$ cat config.mk
export PLATFORM = sky130hd
export DESIGN_NAME = miq_ctrl
export DESIGN_NICKNAME = d
export VERILOG_FILES = /design/src/miq_pkg.sv /design/src/miq_ctrl.sv
export SDC_FILE = /design/constraint.sdc
export NUM_CORES = 1
export LEC_CHECK = 0
export ABC_AREA = 1
export BUFFER_PORTS_ARGS = -buffer_cell sky130_fd_sc_hd__buf_2
export CAP_MARGIN = 10
export CORE_AREA = 2 2 39 41
export DETAILED_ROUTE_END_ITERATION = 7
export DIE_AREA = 0 0 41 43
export GPL_TIMING_DRIVEN = 1
export MAX_ROUTING_LAYER = met4
export PLACE_DENSITY = 0.5
export SYNTH_ARGS = -nofsm -noshare
export SYNTH_HDL_FRONTEND = slang
export SYNTH_SLANG_ARGS = --single-unit
$ cat constraint.sdc
create_clock -name i_clk -period 1.1 [get_ports i_clk]
set_clock_uncertainty 0.2 [all_clocks]
set_input_delay 0.11 -clock i_clk [delete_from_list [all_inputs] [get_ports i_clk]]
set_output_delay 0.11 -clock i_clk [all_outputs]
set_load 0.01 [all_outputs]
$ cat src/miq_pkg.sv
// shared types and constants for the middle insertion queue
// no dependencies; imported by miq_ctrl, miq_dpath and middle_insert_queue
package miq_pkg;

    localparam int OPCODE_W = 2;
    localparam int DATA_W   = 32;
    localparam int STATUS_W = 2;
    localparam int OCC_W    = 11;

    typedef logic [OPCODE_W-1:0] t_opcode;
    typedef logic [STATUS_W-1:0] t_status;

    // operation codes
    localparam t_opcode OP_PUSH_BACK = 2'd0;
    localparam t_opcode OP_PUSH_MID  = 2'd1;
    localparam t_opcode OP_POP_FRONT = 2'd2;

    // result status codes
    localparam t_status ST_OK    = 2'd0;
    localparam t_status ST_EMPTY = 2'd1;
    localparam t_status ST_FULL  = 2'd2;

    // flags from the datapath, taken from the registered counts
    typedef struct packed {
        logic empty;
        logic full;
        logic f_eq_b;
        logic b_zero;
    } t_dp_flags;

    // commands from the controller to the datapath
    typedef struct packed {
        logic    load;
        logic    front_push;
        logic    front_src_back;
        logic    front_pop;
        logic    back_push_tail;
        logic    back_push_head;
        logic    back_pop;
        logic    emit;
        logic    has_value;
        t_status status;
    } t_dp_cmd;

endpackage

$ cat src/miq_ctrl.sv
// controller for the middle insertion queue: accepts a word and decides the moves
// depends on miq_pkg
module miq_ctrl (
    input  logic                i_clk,
    input  logic                i_rst_n,
    input  logic                start,
    output logic                busy,
    input  miq_pkg::t_opcode    i_opcode,
    input  miq_pkg::t_dp_flags  i_flags,
    output miq_pkg::t_dp_cmd    o_cmd
);
    import miq_pkg::*;

    typedef enum logic [1:0] {
        S_IDLE = 2'b01,
        S_EXEC = 2'b10
    } t_state;

    t_state  r_state, n_state;
    t_opcode r_op;
    logic    accept;

    assign busy   = (r_state != S_IDLE);
    assign accept = start && !busy;

    // state sequencing
    always_comb begin
        case (r_state)
            S_IDLE:  n_state = accept ? S_EXEC : S_IDLE;
            S_EXEC:  n_state = S_IDLE;
            default: n_state = S_IDLE;
        endcase
    end

    always_ff @(posedge i_clk) begin
        if (!i_rst_n) begin
            r_state <= S_IDLE;
            r_op    <= OP_PUSH_BACK;
        end else begin
            r_state <= n_state;
            if (accept) begin
                r_op <= i_opcode;
            end
        end
    end

    // decide the memory moves for the latched operation
    always_comb begin
        o_cmd      = '0;
        o_cmd.load = accept;
        o_cmd.status = ST_OK;
        if (r_state == S_EXEC) begin
            o_cmd.emit = 1'b1;
            case (r_op)
                OP_PUSH_BACK: begin
                    if (i_flags.full) begin
                        o_cmd.status = ST_FULL;
                    end else if (i_flags.f_eq_b && i_flags.b_zero) begin
                        o_cmd.front_push = 1'b1;
                    end else if (i_flags.f_eq_b) begin
                        // back head moves over to the front, new word joins the back
                        o_cmd.front_push     = 1'b1;
                        o_cmd.front_src_back = 1'b1;
                        o_cmd.back_pop       = 1'b1;
                        o_cmd.back_push_tail = 1'b1;
                    end else begin
                        o_cmd.back_push_tail = 1'b1;
                    end
                end
                OP_PUSH_MID: begin
                    if (i_flags.full) begin
                        o_cmd.status = ST_FULL;
                    end else if (i_flags.f_eq_b) begin
                        o_cmd.front_push = 1'b1;
                    end else begin
                        o_cmd.back_push_head = 1'b1;
                    end
                end
                OP_POP_FRONT: begin
                    if (i_flags.empty) begin
                        o_cmd.status = ST_EMPTY;
                    end else begin
                        o_cmd.front_pop = 1'b1;
                        o_cmd.has_value = 1'b1;
                        // halves level before the pop: back half would end up longer
                        if (i_flags.f_eq_b) begin
                            o_cmd.front_push     = 1'b1;
                            o_cmd.front_src_back = 1'b1;
                            o_cmd.back_pop       = 1'b1;
                        end
                    end
                end
                default: begin
                    o_cmd.status = ST_OK;
                end
            endcase
        end
    end

endmodule

==> summary.md, run 1 <==
| Metric | Value |
|---|---|
| Vias per cell | `~4.0` |
| Synthesized instance count | `47` |
| Largest family of logic cells by synthesized area | `simple AND/OR/NAND/NOR gates` |
| Final instance area | `607 um^2` |
| DIE HEIGHT | `roughly 43 um` |
| Initial drt markers | `4` |
| Violated checks | `negative setup slack` |
| Antenna-violating nets left | `0` |
| Worst IR Drop VDD | `roughly 540 uV` |
| Die boundary width | `roughly 41 um` |
| Mux cell area share after synthesis | `0` |
| Average size of a mapped cell | `6.20 um^2` |
| Outcome | `finished with violations` |
| Cell area after synthesis | `around 300 um^2` |
| Ant. Diodes | `0` |
| First-pass GRT wire length | `around 1300 um` |
| Worst EP arrival | `about 1100 ps` |
| Vias in the first global route | `~340` |
| Max Transition Viols Final | `0` |
| Worst skew pair latency | `between 200 and 250 ps` |
| CP max FO | `4` |
| Hold Fails Final Rpt | `0` |
| CTS tree | `yes` |
| CTS buffer count | `3` |
| Synth cell types | `14` |
| Min Tclk post-route | `around 1400 ps` |
| FMAX | `707 MHz` |
| Crit share post-route | `1.29` |
| Port bufs | `20` |
| Longest Clk Path Bufs | `2` |
| Area of the multi-input gates | `208 um^2` |
| # DRC | `0` |
| Clock-pin slew on the worst setup and hold paths | `about 40 ps` |
| Drt total wl | `around 760 um` |
| Initial antenna violation count | `0` |
| Critical path launch point type | `flop` |
| Yosys top cell area share | `0.275` |
| H-tree levels | `1` |
| Warning count from the yosys run | `0` |
| # rows | `14` |
| Post-synth EDFFs | `0` |
| Avg WL per Cell | `about 8 um` |
| Post-synth top cells | `nor2_1, nand2_1, inv_1` |
| Adder and majority gate portion of the synthesized area | `0` |
| DRT Pass-1 Iters | `4` |
| Fillers | `around 150` |
| Worst slew margin | `0.885` |
| Async set-or-reset flop fraction in the synthesized netlist | `0` |
| Sequential area share after synthesis | `0.275` |
| Worst endpoint required time | `a little under 800 ps` |
| Critical path class | `flop to output pin` |
| Fin nets | `90` |
| Hold WS | `slightly above 100 ps` |
| Reg area | `between 90 and 100 um^2` |
| Starting density of the core | `0.211` |
| Post-DP HPWL | `approximately 560 um` |
| # Max-Cap Violations | `0` |
| Clock root cell | `clkbuf_4` |
| Leak pwr | `approximately 0.31 nW` |
| Global placer's final weighted congestion | `around 0.7` |
| Placeable Area | `between 0.001 and 0.0015 mm^2` |
| Synth Flop Type | `dfxtp_1` |
| RSZ-0062 raised after global routing | `true` |
| Pre-CTS WS | `-94.3 ps` |
| Area after DPL | `around 440 um^2` |
| Synth area leaders | `dfxtp_1, nor2_1, nand2_1` |
| Synth Area in Compound Gates | `0.0773` |
| Die Area | `0.00176 mm^2` |
| Pwr Density | `roughly 870 mW/mm^2` |
| Final Util | `0.439` |
| XOR/XNOR Fraction of Synth Area | `0` |
| Vias | `381` |
| Post-Synth Simple-Gate Area | `0.455` |
| GRT Util Overall | `0.110` |
| IO Pins | `21` |
| Crit path capture type | `output pin` |
| Total power | `around 0.00053 W` |
| Slew at the pin with the worst max-slew slack | `approximately 170 ps` |
| Clock Sinks | `4` |
| Post-synth top area cell | `dfxtp_1` |
| Final setup fails | `13` |
| Hold Path Class | `input port to flop` |
| Area grow syn2layout | `108%` |
| Top-count cell post-synth | `nor2_1` |
| Slowest cell on the critical path | `dfxtp_4` |
| Largest net degree at the start of global routing | `5` |
| Syn nets | `56` |
| Slack of the critical path | `-315 ps` |
| Share of cells above drive strength 1 | `0.722` |
| Grt total ovfl | `0` |
| Worst path max stage delay | `~360 ps` |
| Critical-path cell list | `inv_4 > nor2_4 > nand2_2 > a21oi_4 > buf_2` |
| Post-synthesis register bit count | `4` |
[state kept, by name (all words and copies together), names as in the netlist]
register  count
r_state       2
r_op          2
[power by group]
part	total (W)	leakage (nW)	switching, W	internal (W)
Combinational	0.000175	0.266	0.0000793	0.0000960
Clock	0.000179	0.0138	0.0000573	0.000122
Sequential	0.000173	0.0345	0.0000152	0.000158
[worst max-delay path: cells and delay by family, from the launching register on]
| kind | cells | cell delay, ps |
|---|---|---|
| compound gates | 1 | 120 |
| simple gates | 2 | 200 |
| flops | 1 | 360 |
| buf+inv | 2 | 190 |
[logic make-up after synthesis]
| group | after synthesis |
|---|---|
| AO/OA/AOI/OAI | 3 |
| flip-flops | 4 |
| AND/OR/NAND/NOR | 28 |
| buffers and inverters | 12 |
[what timing repair did]
action                     CTS  global route
setup buffers                2             3
resized for setup           14            14
hold endpoints to repair     4             0
setup endpoints to repair   12            14
pin swaps                    6             2
hold buffers                 3             0
[cell type report]
| cell class | instances | area share |
|---|---|---|
| flip-flops and latches | 4 | 0.148 |
| inverters | 9 | 0.0680 |
| clock buffers | 3 | 0.0371 |
| well taps | 16 | 0.0330 |
| multi-input cells | 31 | 0.342 |
| repair buffers | 32 | 0.371 |
[cells in the final DEF, fill, tap and decap left out, types with 2 or more instances in the layout]
| cell type | synthesis | routed |
|---|---|---|
| buf_2 | 0 | 18 |
| buf_4 | 3 | 5 |
| buf_6 | 0 | 6 |
| clkbuf_4 | 0 | 3 |
| dfxtp_2 | 0 | 2 |
| dfxtp_4 | 0 | 2 |
| dlygate4sd3_1 | 0 | 3 |
| inv_1 | 6 | 5 |
| inv_4 | 0 | 3 |
| nand2_1 | 10 | 5 |
| nand2_2 | 1 | 6 |
| nor2_1 | 11 | 7 |
| nor2_2 | 1 | 3 |
| nor2_4 | 1 | 3 |
[layer usage]
layer	routed length, um	GRT usage
met4	20	0.0600
met1	300	0.112
met5	0	-
met2	387	0.175
met3	54	0.0366
[worst paths after layout]
check | startpoint | end | slack, ps | depth (start not counted)
worst max-delay path | r_op[1] | o_cmd[8] | -310 | 5
worst min-delay path | start | r_state[0] | 100 | 5
worst max register to register | r_state[1] | r_op[1] | -10 | 6
worst min register to register | r_op[1] | r_op[1] | 480 | 5
[metrics by stage]
| step | setup TNS, ps | cells |
|---|---|---|
| after CTS | -2960 | 93 |
| final | -2850 | 95 |
| after floorplan | -179 | 47 |
| after global routing | -3820 | 95 |
| after detailed placement | -494 | 85 |
| after global placement | -576 | 85 |
No activity file was read; power rests on OpenSTA's default activity.
==> run 2, diff against run 1 <==
- CTS_BUF_LIST: unset -> sky130_fd_sc_hd__clkbuf_2 sky130_fd_sc_hd__clkbuf_4 sky130_fd_sc_hd__clkbuf_8
- REMOVE_ABC_BUFFERS: unset -> 1
==> summary.md, run 2 (synthesis results as in run 1) <==
| Metric | Value |
|---|---|
| Non-filler cells, final | `95 (unchanged)` |
| Clock power share | `0.346 (+0.006)` |
| Top library cells by usage in the layout, fill and taps aside | `buf_2, buf_6, nand2_2, nor2_1` |
| Area grow syn2layout | `105%` |
| Vias | `368 (-3.4%)` |
| Longest Clk Path Bufs | `2 (unchanged)` |
| Fin nets | `90 (unchanged)` |
| Fillers | `150 (-2.6%)` |
| CTS tree | `yes` |
| Cells on worst reg2reg path | `8 (+2)` |
| Worst reg2reg setup slack | `-110 ps (-100 ps)` |
| Final setup fails | `14 (+1)` |
| Worst IR Drop VDD | `511 uV (-4.6%)` |
| Clock root cell | `clkbuf_4` |
| Clock-pin slew on the worst setup and hold paths | `40 ps (about the same)` |
| Internal Power | `0.000372 W (-1.0%)` |
| Total power | `0.000522 W (-1.0%)` |
| Start of the worst register-to-register path | `r_state[1]` |
| Worst skew pair latency | `230 ps (about the same)` |
| Post-DP HPWL | `560 um (+0.30%)` |
| CTS buffer count | `3 (unchanged)` |
| Die Area | `0.00176 mm^2 (unchanged)` |
| Crit share post-route | `1.26 (-0.0281)` |
| Placeable Area | `0.00138 mm^2 (unchanged)` |
| Grt total ovfl | `0 (unchanged)` |
| Comb pwr share | `0.325 (-0.007)` |
| FMAX | `723 MHz (+2.2%)` |
| Area of the multi-input gates | `200 um^2 (-3.6%)` |
| Max Transition Viols Final | `0 (unchanged)` |
| Reg area | `87.6 um^2 (-2.8%)` |
| Die boundary width | `41 um (unchanged)` |
| Starting density of the core | `0.211 (unchanged)` |
| Vias per cell | `3.87 (-3.4%)` |
| Port bufs | `20 (unchanged)` |
| Pwr Density | `873 mW/mm^2 (+0.45%)` |
| DRT Pass-1 Iters | `4 (unchanged)` |
| DIE HEIGHT | `43 um (unchanged)` |
| IO Pins | `21 (unchanged)` |
| Sw frac | `0.288 (+0.000310)` |
| Hold Crit Start | `start` |
| Sequential share of power | `0.329 (about the same)` |
| Sw power | `0.000150 W (-0.90%)` |
| # Max-Cap Violations | `0 (unchanged)` |
| GRT Util Overall | `0.109 (-0.000915)` |
| Worst slew margin | `0.857 (-0.0279)` |
| Slew at the pin with the worst max-slew slack | `212 ps (+40.0 ps)` |
| Drt total wl | `785 um (+3.0%)` |
| Min Tclk post-route | `1380 ps (-30.9 ps)` |
| Crit path capture type | `output pin` |
| Hold Path End | `r_state[0]` |
| H-tree levels | `1 (unchanged)` |
| Crit Reg-Reg Endpoint | `r_op[1]` |
| Ant. Diodes | `0 (unchanged)` |
| Vias in the first global route | `324 (-4.4%)` |
| CP max FO | `3 (-1)` |
| Hold Fails Final Rpt | `1 (+1)` |
| Avg WL per Cell | `8.26 um (+3.0%)` |
| # rows | `14 (unchanged)` |
| Initial antenna violation count | `0 (unchanged)` |
| Hold WS | `-2.37 ps (-106 ps)` |
| RSZ-0062 raised after global routing | `true` |
| Slack of the critical path | `-284 ps (+30.9 ps)` |
| Placed Cells | `86 (+1.2%)` |
| Leak pwr | `0.310 nW (-1.6%)` |
| Share of cells above drive strength 1 | `0.734 (+0.0127)` |
| Largest net degree at the start of global routing | `5 (unchanged)` |
| Critical path launch point type | `flop` |
| Critical path class | `flop to output pin` |
| Worst setup startpoint | `r_op[1]` |
| Hold depth | `4 (-1)` |
| TNS Setup | `-3230 ps (-386 ps)` |
| Antenna-violating nets left | `0 (unchanged)` |
| Global placer's final weighted congestion | `0.726 (+4.3%)` |
| Commonest non-fill, non-tap cell in the layout | `buf_2` |
| First-pass GRT wire length | `1200 um (-6.0%)` |
| Hold Path Class | `input port to flop` |
| Violated checks | `negative hold slack, negative setup slack` |
| Clock Sinks | `4 (unchanged)` |
| Initial drt markers | `8 (+4)` |
| Worst endpoint required time | `790 ps (about the same)` |
| Outcome | `finished with violations` |
| Pre-CTS WS | `-88.8 ps (+5.45 ps)` |
| Worst EP arrival | `1070 ps (-30 ps)` |
| # DRC | `0 (unchanged)` |
| Biggest regs | `r_op (2), r_state (2)` |
run 2: power groups by stage:
stage	sequential, W	combinational (W)	clock [W]
2_1_floorplan	0.000169	0.0000574	0
3_3_place_gp	0.000169	0.000113	0
3_5_place_dp	0.000169	0.000112	0
4_1_cts	0.000171	0.000143	0.000192
5_1_grt	0.000173	0.000187	0.000202
6_report	0.000172	0.000170	0.000181
run 2: layout make-up:
type	count	share of cell area
timing repair buffer	32	0.387
multi-input combinational	31	0.335
sequential	4	0.146
inverter	9	0.0607
clock buffer	3	0.0377
tap	16	0.0335
run 2: repair_timing:
| action | 4_1_cts | 5_1_grt |
|---|---|---|
| buffers inserted | 1 | 3 |
| hold buffers | 3 | 0 |
| gates resized for setup | 14 | 15 |
| pin swaps | 5 | 2 |
| setup endpoints to repair | 13 | 14 |
| hold endpoints to repair | 4 | 0 |
run 2: worst max path at each step:
stage / endpoint / cells after the start
global placement: o_cmd[4] / 5
detailed placement: o_cmd[4] / 5
CTS: o_cmd[4] / 5
global route: o_cmd[8] / 5
finish: o_cmd[4] / 5
floorplan: o_cmd[2] / 4
run 2: critical path, cell delays in order, from the launching register on:
cell     delay [ps]
dfxtp_2         350
inv_2            60
nor2_4          100
nand2_2          70
a21oi_2         120
buf_2           140
run 2: layer usage:
| metal | vias up | wire length [um] | GRT usage |
|---|---|---|---|
| met5 | - | 0 | - |
| met4 | 0 | 14 | 0.100 |
| met3 | 2 | 63 | 0.0314 |
| met2 | 17 | 386 | 0.141 |
| met1 | 147 | 320 | 0.128 |
| li1 | 202 | - | - |
run 2: stage by stage:
stage          area, um^2  utilization
2_1_floorplan         269            -
6_report              598        0.432
4_1_cts               541        0.391
3_5_place_dp          434        0.314
5_1_grt               598        0.432
3_3_place_gp          434        0.314
